<file path="config.mk">
export PLATFORM = sky130hd
export DESIGN_NAME = date_difference_in_days_flat
export DESIGN_NICKNAME = d
export VERILOG_FILES = /design/src/hw/rtl/ddays_pkg.sv /design/src/hw/rtl/ddays_in_if.sv /design/src/hw/rtl/ddays_out_if.sv /design/src/hw/rtl/date_difference_in_days.sv /design/src/flat_wrapper.sv
export SDC_FILE = /design/constraint.sdc
export NUM_CORES = 2
export LEC_CHECK = 0
export BUFFER_PORTS_ARGS = -buffer_cell sky130_fd_sc_hd__buf_4
export CAP_MARGIN = 15
export CORE_MARGIN = 8
export CORE_UTILIZATION = 65
export CTS_BUF_LIST = sky130_fd_sc_hd__clkbuf_16
export CTS_CLUSTER_SIZE = 14
export DETAILED_ROUTE_END_ITERATION = 6
export PLACE_DENSITY_LB_ADDON = 0.15
export SLEW_MARGIN = 30
export SYNTH_ARGS = -nofsm -noshare
export SYNTH_HDL_FRONTEND = slang
export SYNTH_SLANG_ARGS = --single-unit
</file>
<file path="constraint.sdc">
create_clock -name clk -period 11.43 [get_ports clk]
set_clock_uncertainty 0.15 [all_clocks]
set_input_delay 1.143 -clock clk [delete_from_list [all_inputs] [get_ports clk]]
set_output_delay 1.143 -clock clk [all_outputs]
set_load 0.01 [all_outputs]
</file>
<file path="src/hw/rtl/ddays_pkg.sv">
// Shared widths, constants and calendar tables for the date difference block.
package ddays_pkg;

	localparam int unsigned MONTH_W = 4;
	localparam int unsigned DAY_W   = 5;
	localparam int unsigned YEAR_W  = 14;
	localparam int unsigned DIFF_W  = 23;

	// Years above this limit are pulled down to it before any use.
	localparam int unsigned MAX_YEAR = 9999;

	// Reciprocal for dividing values of up to 12 bits by 25: q = (x * 5243) >> 17.
	localparam int unsigned DIV25_MUL   = 5243;
	localparam int unsigned DIV25_SHIFT = 17;
	localparam int unsigned PROD_W      = 25;
	localparam int unsigned QUOT_W      = PROD_W - DIV25_SHIFT;

	localparam logic [3:0] MONTH_JAN = 4'd1;
	localparam logic [3:0] MONTH_FEB = 4'd2;
	localparam logic [3:0] MONTH_MAR = 4'd3;
	localparam logic [3:0] MONTH_APR = 4'd4;
	localparam logic [3:0] MONTH_MAY = 4'd5;
	localparam logic [3:0] MONTH_JUN = 4'd6;
	localparam logic [3:0] MONTH_JUL = 4'd7;
	localparam logic [3:0] MONTH_AUG = 4'd8;
	localparam logic [3:0] MONTH_SEP = 4'd9;
	localparam logic [3:0] MONTH_OCT = 4'd10;
	localparam logic [3:0] MONTH_NOV = 4'd11;
	localparam logic [3:0] MONTH_DEC = 4'd12;

	// Length of a month; zero for codes that are not a month, so no day fits.
	function automatic logic [4:0] month_len(input logic [3:0] m, input logic leap);
		logic [4:0] len;
		unique case (m)
			MONTH_JAN, MONTH_MAR, MONTH_MAY, MONTH_JUL,
			MONTH_AUG, MONTH_OCT, MONTH_DEC: len = 5'd31;
			MONTH_APR, MONTH_JUN, MONTH_SEP, MONTH_NOV: len = 5'd30;
			MONTH_FEB: len = leap ? 5'd29 : 5'd28;
			default: len = 5'd0;
		endcase
		return len;
	endfunction

	// Days in the year before the first of the month.
	function automatic logic [8:0] days_before(input logic [3:0] m, input logic leap);
		logic [8:0] base;
		logic       late;
		late = 1'b1;
		unique case (m)
			MONTH_JAN: begin
				base = 9'd0;
				late = 1'b0;
			end
			MONTH_FEB: begin
				base = 9'd31;
				late = 1'b0;
			end
			MONTH_MAR: base = 9'd59;
			MONTH_APR: base = 9'd90;
			MONTH_MAY: base = 9'd120;
			MONTH_JUN: base = 9'd151;
			MONTH_JUL: base = 9'd181;
			MONTH_AUG: base = 9'd212;
			MONTH_SEP: base = 9'd243;
			MONTH_OCT: base = 9'd273;
			MONTH_NOV: base = 9'd304;
			MONTH_DEC: base = 9'd334;
			default: begin
				base = 9'd0;
				late = 1'b0;
			end
		endcase
		return base + {8'd0, late & leap};
	endfunction

	// Multiply a quotient by 25 with shifts and adds.
	function automatic logic [11:0] times25(input logic [QUOT_W-1:0] q);
		logic [11:0] w;
		w = {4'd0, q};
		return (w << 4) + (w << 3) + w;
	endfunction

endpackage

</file>
<file path="src/hw/rtl/ddays_in_if.sv">
// Input channel: one word holds the two dates to compare.
interface ddays_in_if;
	logic                           valid;
	logic                           ready;
	logic [ddays_pkg::MONTH_W-1:0]  first_month;
	logic [ddays_pkg::DAY_W-1:0]    first_day;
	logic [ddays_pkg::YEAR_W-1:0]   first_year;
	logic [ddays_pkg::MONTH_W-1:0]  second_month;
	logic [ddays_pkg::DAY_W-1:0]    second_day;
	logic [ddays_pkg::YEAR_W-1:0]   second_year;

	modport source (
		output valid, first_month, first_day, first_year,
		output second_month, second_day, second_year,
		input  ready
	);
	modport sink (
		input  valid, first_month, first_day, first_year,
		input  second_month, second_day, second_year,
		output ready
	);
endinterface

</file>
<file path="src/hw/rtl/ddays_out_if.sv">
// Output channel: one word holds the day difference and both validity flags.
interface ddays_out_if;
	logic                                valid;
	logic                                ready;
	logic signed [ddays_pkg::DIFF_W-1:0] day_difference;
	logic                                first_valid;
	logic                                second_valid;

	modport source (
		output valid, day_difference, first_valid, second_valid,
		input  ready
	);
	modport sink (
		input  valid, day_difference, first_valid, second_valid,
		output ready
	);
endinterface

</file>
<file path="src/hw/rtl/date_difference_in_days.sv">
// A word accepted on the input channel passes through the four stages in order and shows
// on the result channel from the last. One date pair per cycle while the result side is
// ready; each stage holds one word and moves on as soon as the stage after it is free, so
// bubbles close up under a stall. The four stages are: year clamp and constant multiplies,
// leap test and lookups, serial day sum, and the subtraction held in the output register.
// Reset (arst_n low, asynchronous) empties every stage; payload registers are not reset.
module date_difference_in_days (
	input logic            clk,
	input logic            arst_n,
	ddays_in_if.sink       dates,
	ddays_out_if.source    result
);

	localparam int unsigned YW = ddays_pkg::YEAR_W;
	localparam int unsigned PW = ddays_pkg::PROD_W;
	localparam int unsigned QW = ddays_pkg::QUOT_W;
	localparam int unsigned DW = ddays_pkg::DIFF_W;

	// Each date travels in a lane of its own; lane 0 is the first date.
	logic [ddays_pkg::MONTH_W-1:0] month_in [2];
	logic [ddays_pkg::DAY_W-1:0]   day_in   [2];
	logic [YW-1:0]                 year_in  [2];

	// Stage valid bits and the stall chain. A stage takes a new word when it is
	// empty or when its current word moves on in the same cycle.
	logic valid_s1, valid_s2, valid_s3, valid_s4;
	logic en_s1, en_s2, en_s3, en_s4;

	assign en_s4 = !valid_s4 || result.ready;
	assign en_s3 = !valid_s3 || en_s4;
	assign en_s2 = !valid_s2 || en_s3;
	assign en_s1 = !valid_s1 || en_s2;
	assign dates.ready = en_s1;

	always_ff @(posedge clk or negedge arst_n) begin
		if (!arst_n) begin
			valid_s1 <= 1'b0;
			valid_s2 <= 1'b0;
			valid_s3 <= 1'b0;
			valid_s4 <= 1'b0;
		end else begin
			if (en_s1) valid_s1 <= dates.valid;
			if (en_s2) valid_s2 <= valid_s1;
			if (en_s3) valid_s3 <= valid_s2;
			if (en_s4) valid_s4 <= valid_s3;
		end
	end

	assign month_in[0] = dates.first_month;
	assign day_in[0]   = dates.first_day;
	assign year_in[0]  = dates.first_year;
	assign month_in[1] = dates.second_month;
	assign day_in[1]   = dates.second_day;
	assign year_in[1]  = dates.second_year;

	// Stage 1: the year is clamped and n = year - 1 formed (zero for years 0 and 1).
	// All divisions by 100 and 400 are taken as a shift by 2 or 4 followed by a
	// division by 25, done here as a multiply by a reciprocal. The leap test needs
	// the same quotients of the year itself. n * 365 is a constant multiply.
	logic [YW-1:0] year_c [2];
	logic [YW-1:0] n_c    [2];
	logic [PW-1:0] py4_c  [2];
	logic [PW-1:0] py16_c [2];
	logic [PW-1:0] pn4_c  [2];
	logic [PW-1:0] pn16_c [2];
	logic [DW-1:0] n365_c [2];

	always_comb begin
		for (int i = 0; i < 2; i++) begin
			if ({3'd0, year_in[i]} > 17'(ddays_pkg::MAX_YEAR)) begin
				year_c[i] = YW'(ddays_pkg::MAX_YEAR);
			end else begin
				year_c[i] = year_in[i];
			end
			n_c[i]    = (year_c[i] > YW'(1)) ? year_c[i] - YW'(1) : '0;
			py4_c[i]  = {13'd0, year_c[i][YW-1:2]} * PW'(ddays_pkg::DIV25_MUL);
			py16_c[i] = {15'd0, year_c[i][YW-1:4]} * PW'(ddays_pkg::DIV25_MUL);
			pn4_c[i]  = {13'd0, n_c[i][YW-1:2]} * PW'(ddays_pkg::DIV25_MUL);
			pn16_c[i] = {15'd0, n_c[i][YW-1:4]} * PW'(ddays_pkg::DIV25_MUL);
			n365_c[i] = DW'(n_c[i]) * DW'(365);
		end
	end

	logic [ddays_pkg::MONTH_W-1:0] month_s1 [2];
	logic [ddays_pkg::DAY_W-1:0]   day_s1   [2];
	logic [YW-1:0]                 year_s1  [2];
	logic [YW-1:0]                 n_s1     [2];
	logic [PW-1:0]                 py4_s1   [2];
	logic [PW-1:0]                 py16_s1  [2];
	logic [PW-1:0]                 pn4_s1   [2];
	logic [PW-1:0]                 pn16_s1  [2];
	logic [DW-1:0]                 n365_s1  [2];

	always_ff @(posedge clk) begin
		if (en_s1) begin
			for (int i = 0; i < 2; i++) begin
				month_s1[i] <= month_in[i];
				day_s1[i]   <= day_in[i];
				year_s1[i]  <= year_c[i];
				n_s1[i]     <= n_c[i];
				py4_s1[i]   <= py4_c[i];
				py16_s1[i]  <= py16_c[i];
				pn4_s1[i]   <= pn4_c[i];
				pn16_s1[i]  <= pn16_c[i];
				n365_s1[i]  <= n365_c[i];
			end
		end
	end

	// Stage 2: a year is divisible by 100 when it is divisible by 4 and year/4 is a
	// multiple of 25, and by 400 when it is divisible by 16 and year/16 is a multiple
	// of 25. The leap flag then picks the month length and the days before the month.
	// The days of all whole years before this one are n*365 + n/4 - n/100 + n/400.
	logic [QW-1:0] qy4_c   [2];
	logic [QW-1:0] qy16_c  [2];
	logic          div100  [2];
	logic          div400  [2];
	logic          leap_c  [2];
	logic [4:0]    len_c   [2];
	logic          ok_c    [2];
	logic [8:0]    yd_c    [2];
	logic [DW-1:0] prior_c [2];

	always_comb begin
		for (int i = 0; i < 2; i++) begin
			qy4_c[i]  = py4_s1[i][PW-1:ddays_pkg::DIV25_SHIFT];
			qy16_c[i] = py16_s1[i][PW-1:ddays_pkg::DIV25_SHIFT];
			div100[i] = (year_s1[i][1:0] == 2'd0)
				&& (ddays_pkg::times25(qy4_c[i]) == year_s1[i][YW-1:2]);
			div400[i] = (year_s1[i][3:0] == 4'd0)
				&& (ddays_pkg::times25(qy16_c[i]) == {2'd0, year_s1[i][YW-1:4]});
			leap_c[i] = div400[i] || ((year_s1[i][1:0] == 2'd0) && !div100[i]);
			len_c[i]  = ddays_pkg::month_len(month_s1[i], leap_c[i]);
			ok_c[i]   = (day_s1[i] != '0) && (day_s1[i] <= len_c[i]);
			yd_c[i]   = ddays_pkg::days_before(month_s1[i], leap_c[i]) + 9'(day_s1[i]);
			prior_c[i] = n365_s1[i] + DW'(n_s1[i][YW-1:2])
				- DW'(pn4_s1[i][PW-1:ddays_pkg::DIV25_SHIFT])
				+ DW'(pn16_s1[i][PW-1:ddays_pkg::DIV25_SHIFT]);
		end
	end

	logic [8:0]    yd_s2    [2];
	logic [DW-1:0] prior_s2 [2];
	logic          ok_s2    [2];

	always_ff @(posedge clk) begin
		if (en_s2) begin
			for (int i = 0; i < 2; i++) begin
				yd_s2[i]    <= yd_c[i];
				prior_s2[i] <= prior_c[i];
				ok_s2[i]    <= ok_c[i];
			end
		end
	end

	// Stage 3: the serial day of each date.
	logic [DW-1:0] serial_s3 [2];
	logic          ok_s3     [2];

	always_ff @(posedge clk) begin
		if (en_s3) begin
			for (int i = 0; i < 2; i++) begin
				serial_s3[i] <= prior_s2[i] + DW'(yd_s2[i]);
				ok_s3[i]     <= ok_s2[i];
			end
		end
	end

	// Stage 4: the difference wraps to the field width; it is forced to zero when
	// either date is invalid, while both flags are still reported.
	logic [DW-1:0] diff_s4;
	logic          ok1_s4;
	logic          ok2_s4;

	always_ff @(posedge clk) begin
		if (en_s4) begin
			diff_s4 <= (ok_s3[0] && ok_s3[1]) ? serial_s3[1] - serial_s3[0] : '0;
			ok1_s4  <= ok_s3[0];
			ok2_s4  <= ok_s3[1];
		end
	end

	assign result.valid          = valid_s4;
	assign result.day_difference = $signed(diff_s4);
	assign result.first_valid    = ok1_s4;
	assign result.second_valid   = ok2_s4;

endmodule

</file>
<file path="src/flat_wrapper.sv">
// flat-port wrapper written by rule: the top's interface ports become plain ports
module date_difference_in_days_flat 
  (clk, arst_n, dates_valid, dates_first_month, dates_first_day, dates_first_year, dates_second_month, dates_second_day, dates_second_year, dates_ready, result_valid, result_day_difference, result_first_valid, result_second_valid, result_ready);
  ddays_in_if dates_i ();
  ddays_out_if result_i ();
  input logic clk;
  input logic arst_n;
  input wire logic [$bits(dates_i.valid)-1:0] dates_valid;
  input wire logic [$bits(dates_i.first_month)-1:0] dates_first_month;
  input wire logic [$bits(dates_i.first_day)-1:0] dates_first_day;
  input wire logic [$bits(dates_i.first_year)-1:0] dates_first_year;
  input wire logic [$bits(dates_i.second_month)-1:0] dates_second_month;
  input wire logic [$bits(dates_i.second_day)-1:0] dates_second_day;
  input wire logic [$bits(dates_i.second_year)-1:0] dates_second_year;
  output wire logic [$bits(dates_i.ready)-1:0] dates_ready;
  output wire logic [$bits(result_i.valid)-1:0] result_valid;
  output wire logic [$bits(result_i.day_difference)-1:0] result_day_difference;
  output wire logic [$bits(result_i.first_valid)-1:0] result_first_valid;
  output wire logic [$bits(result_i.second_valid)-1:0] result_second_valid;
  input wire logic [$bits(result_i.ready)-1:0] result_ready;
  assign dates_i.valid = dates_valid;
  assign dates_i.first_month = dates_first_month;
  assign dates_i.first_day = dates_first_day;
  assign dates_i.first_year = dates_first_year;
  assign dates_i.second_month = dates_second_month;
  assign dates_i.second_day = dates_second_day;
  assign dates_i.second_year = dates_second_year;
  assign dates_ready = dates_i.ready;
  assign result_valid = result_i.valid;
  assign result_day_difference = result_i.day_difference;
  assign result_first_valid = result_i.first_valid;
  assign result_second_valid = result_i.second_valid;
  assign result_i.ready = result_ready;
  date_difference_in_days u_core (.clk(clk), .arst_n(arst_n), .dates(dates_i), .result(result_i));
endmodule
</file>
==> metrics.yaml <==
outcome:
  status: "completed"
critical_path:
  timing.critical_path.to: "u_core.n365_s1[0][45]"
  worst_path_largest_cell_delay_ns: 0.58
  critical_path.reg2reg.endpoint: "u_core.yd_s2[0][8]"
  startpoint_type_of_the_worst_setup_path: "input port"
  crit_top_cell: "inv_1"
  data_arrival_time_of_the_worst_path_ns: 9.03
  slowest_stage: "fa_1"
  worst_r2r_path_depth: 18
  criticalPathCategory: "input port to register"
  worst-path-max-fanout: 11
  critPathLaunch: "dates_second_year[6]"
  crit-reg2reg-launch: "u_core.py4_s1[0][17]"
  worst_setup_path_end_kind: "register"
  worstPathRequired_ns: 11.58
  reg2reg_slack_ns: 5.61
logic_synthesis:
  top_area_cells_in_the_synthesized_netlist: "edfxtp_1, ha_1, fa_1"
  ys_seq_area_share_pct: 25.6
  async_flop_share_pct: 1.27
  synth_area_leader_cell: "edfxtp_1"
  post_synth_num_cell_types: 74
  synth.avg_cell_area_sq_um: 10.3
  synth_top_area_share_pct: 25.3
  ys_ff_latch: 315
  synth-warning-count: 0
  synth_top_flop_cell: "edfxtp_1"
  mappedNetlistArea_sq_um: 36900
  synth-edff-count: 311
  postSynthNetCount: 4660
  syn_inst: 3582
sta:
  tns_ns: 0
  worst_hold_slack_ns: 0.228
  max-slew-margin-rel_pct: 36.3
  slew_viol_final: 0
  timing.final.crit_period_ns: 8.88
  worstMarginPinSlew_ns: 0.953
  finalCritPeriodShare_pct: 77.7
  timing.fmax_mhz: 113
  setup_viol: 0
  final_number_of_hold_violating_endpoints: 0
  rsz_0062_raised_after_global_routing: "no"
layout:
  flow.area_growth_from_synthesis_pct: 7.13
  final_area_sq_um: 39500
  stdcell_count: 4452
  n_antenna_cell: 0
  most_common_library_cell_in_the_layout_ignoring_fill_and_taps: "inv_1"
  layout_common_cells: "inv_1, ha_1, fa_1"
  drive_gt1_share_pct: 4.63
  nets: 4747
drt:
  avgRoutedWirePerCell_um: 17.3
  drc: 0
  drt.antenna.violating_nets: 0
  detail_route.first_pass.iterations: 5
  routed-via-count: 24600
  drt_iter0_markers: 1273
  wirelength_um: 76900
  drt-vias-per-instance: 5.53
floorplanning:
  die_area_sq_um: 64600
  coreArea_sq_um: 56300
  die_h_um: 254
  top_level_i_o_count: 77
  placement_rows: 87
  die-width_um: 254
  start_util_pct: 65.5
grt:
  grt_start_max_net_pins: 174
  grt_first_pass_wirelength_um: 128000
  grt_antenna_before_repair: 0
  grt_remaining_overflow: 0
  first_global_vias: 26100
  track_usage_pct: 24.5
clocking:
  path_clk_slew_ns: 0.06
  cts-buffers-inserted: 37
  post_cts_hold_fix_bufs: 0
  clock_insertion_delay_worst_skew_ns: 0.54
  max_buffers_root_to_sink: 3
  tritoncts_num_sinks: 315
  post-cts-setup-buffers: 0
  cts_repair_resize_count: 0
  cts_htree_levels: 2
  root_buffer: "clkbuf_16"
  cts_tree: "yes"
placement:
  placed_cells_incl_taps: 4384
  place_congestion: 0.928
  sum_of_net_half_perimeters_after_detailed_placement_um: 65300
  place.port_buffers: 76
  post_dp_cell_area_sq_um: 38300
run:
  max-cap-violations: 0
worst_hold_path:
  holdCritPathClass: "input port to asynchronous set/reset pin"
[worst max-delay path, delay by kind of cell]
| family | cells | cell delay (ns) |
|---|---|---|
| and+or+nand+nor | 5 | 1.60 |
| xor gates and xnor gates | 1 | 0.08 |
| AOI/OAI and AO/OA | 12 | 3.18 |
| adders and majority gates | 6 | 2.33 |
| buffers and inverters | 6 | 0.69 |
[logic make-up (layout without fill, tap and decap cells)]
family,Yosys count,in the layout,synth area share (%)
fa+ha+maj,1028,1028,42.1
xor+xnor,279,279,6.63
mux,4,4,0.112
buf+inv,871,985,8.95
compound gates,524,524,9.03
flops,315,315,25.6
simple gates,561,561,7.57
[sequential cells by signal (all words and copies together), names as in the netlist, 12 cells and up]
register / cells
u_core.serial_s3: 46
u_core.py4_s1: 16
u_core.result.day_difference: 23
u_core.yd_s2: 18
u_core.pn4_s1: 16
u_core.year_s1: 28
u_core.py16_s1: 12
u_core.n365_s1: 46
u_core.prior_s2: 46
u_core.pn16_s1: 12
u_core.n_s1: 24
[per-stage QoR]
stage                     utilization (%)  setup WS (ns)
after floorplan                         -           2.89
after global placement               68.0           2.29
after detailed placement             68.0           2.03
after CTS                            70.1           2.58
after global routing                 70.2           1.99
final                                70.2           2.55
[synthesized netlist by cell type, types with 8 or more instances]
cell and number:
o211ai_1 11, or3_1 15, xnor2_1 189, and2_1 15, nor2_1 142, nand4_1 21, nor4_1 17, a21boi_0 9
inv_1 835, xor2_1 90, o21a_1 32, o21bai_1 20, nand2_1 134, clkbuf_1 30, fa_1 355, a31oi_1 13
nor2b_1 34, o31ai_1 10, nand3_1 48, and4_1 8, a211oi_1 16, and3_1 24, ha_1 673, a21o_1 88
a21oi_1 167, nor3_1 36, nand2b_1 29, or2_2 11, edfxtp_1 311, o21ai_0 104
[routing by layer]
layer / GRT usage [%] / part of all wire, % / routed length, um
met5: 0 / 0 / 0
met4: 6.16 / 2.2 / 1680
met3: 2.93 / 4.2 / 3210
met2: 43.1 / 49 / 37900
met1: 32.1 / 44 / 34100
[area by class of cell]
class / instances / area [sq um]
multi-input combinational: 2396 / 24200
clock inverter: 28 / 205
fill: 4217 / 16800
inverter: 836 / 3140
clock buffer: 38 / 951
timing repair buffer: 83 / 668
sequential: 315 / 9440
tap: 756 / 946
[worst min-delay path by stage]
stage | end | depth (start not counted) | from | slack (ns)
finish | u_core.valid_s3 | 1 | arst_n | 0.23
global route | u_core.valid_s2 | 1 | arst_n | 0.21
CTS | u_core.valid_s2 | 1 | arst_n | 0.20
detailed placement | u_core.valid_s2 | 1 | u_core.valid_s1 | 0.29
global placement | u_core.ok_s3[0][1] | 0 | u_core.ok_s2[0][1] | 0.28
floorplan | u_core.ok_s3[0][0] | 0 | u_core.ok_s2[0][0] | 0.25
Power is not shown: default switching activity piles up to over one toggle a cycle in this logic, so the estimate is an artifact.
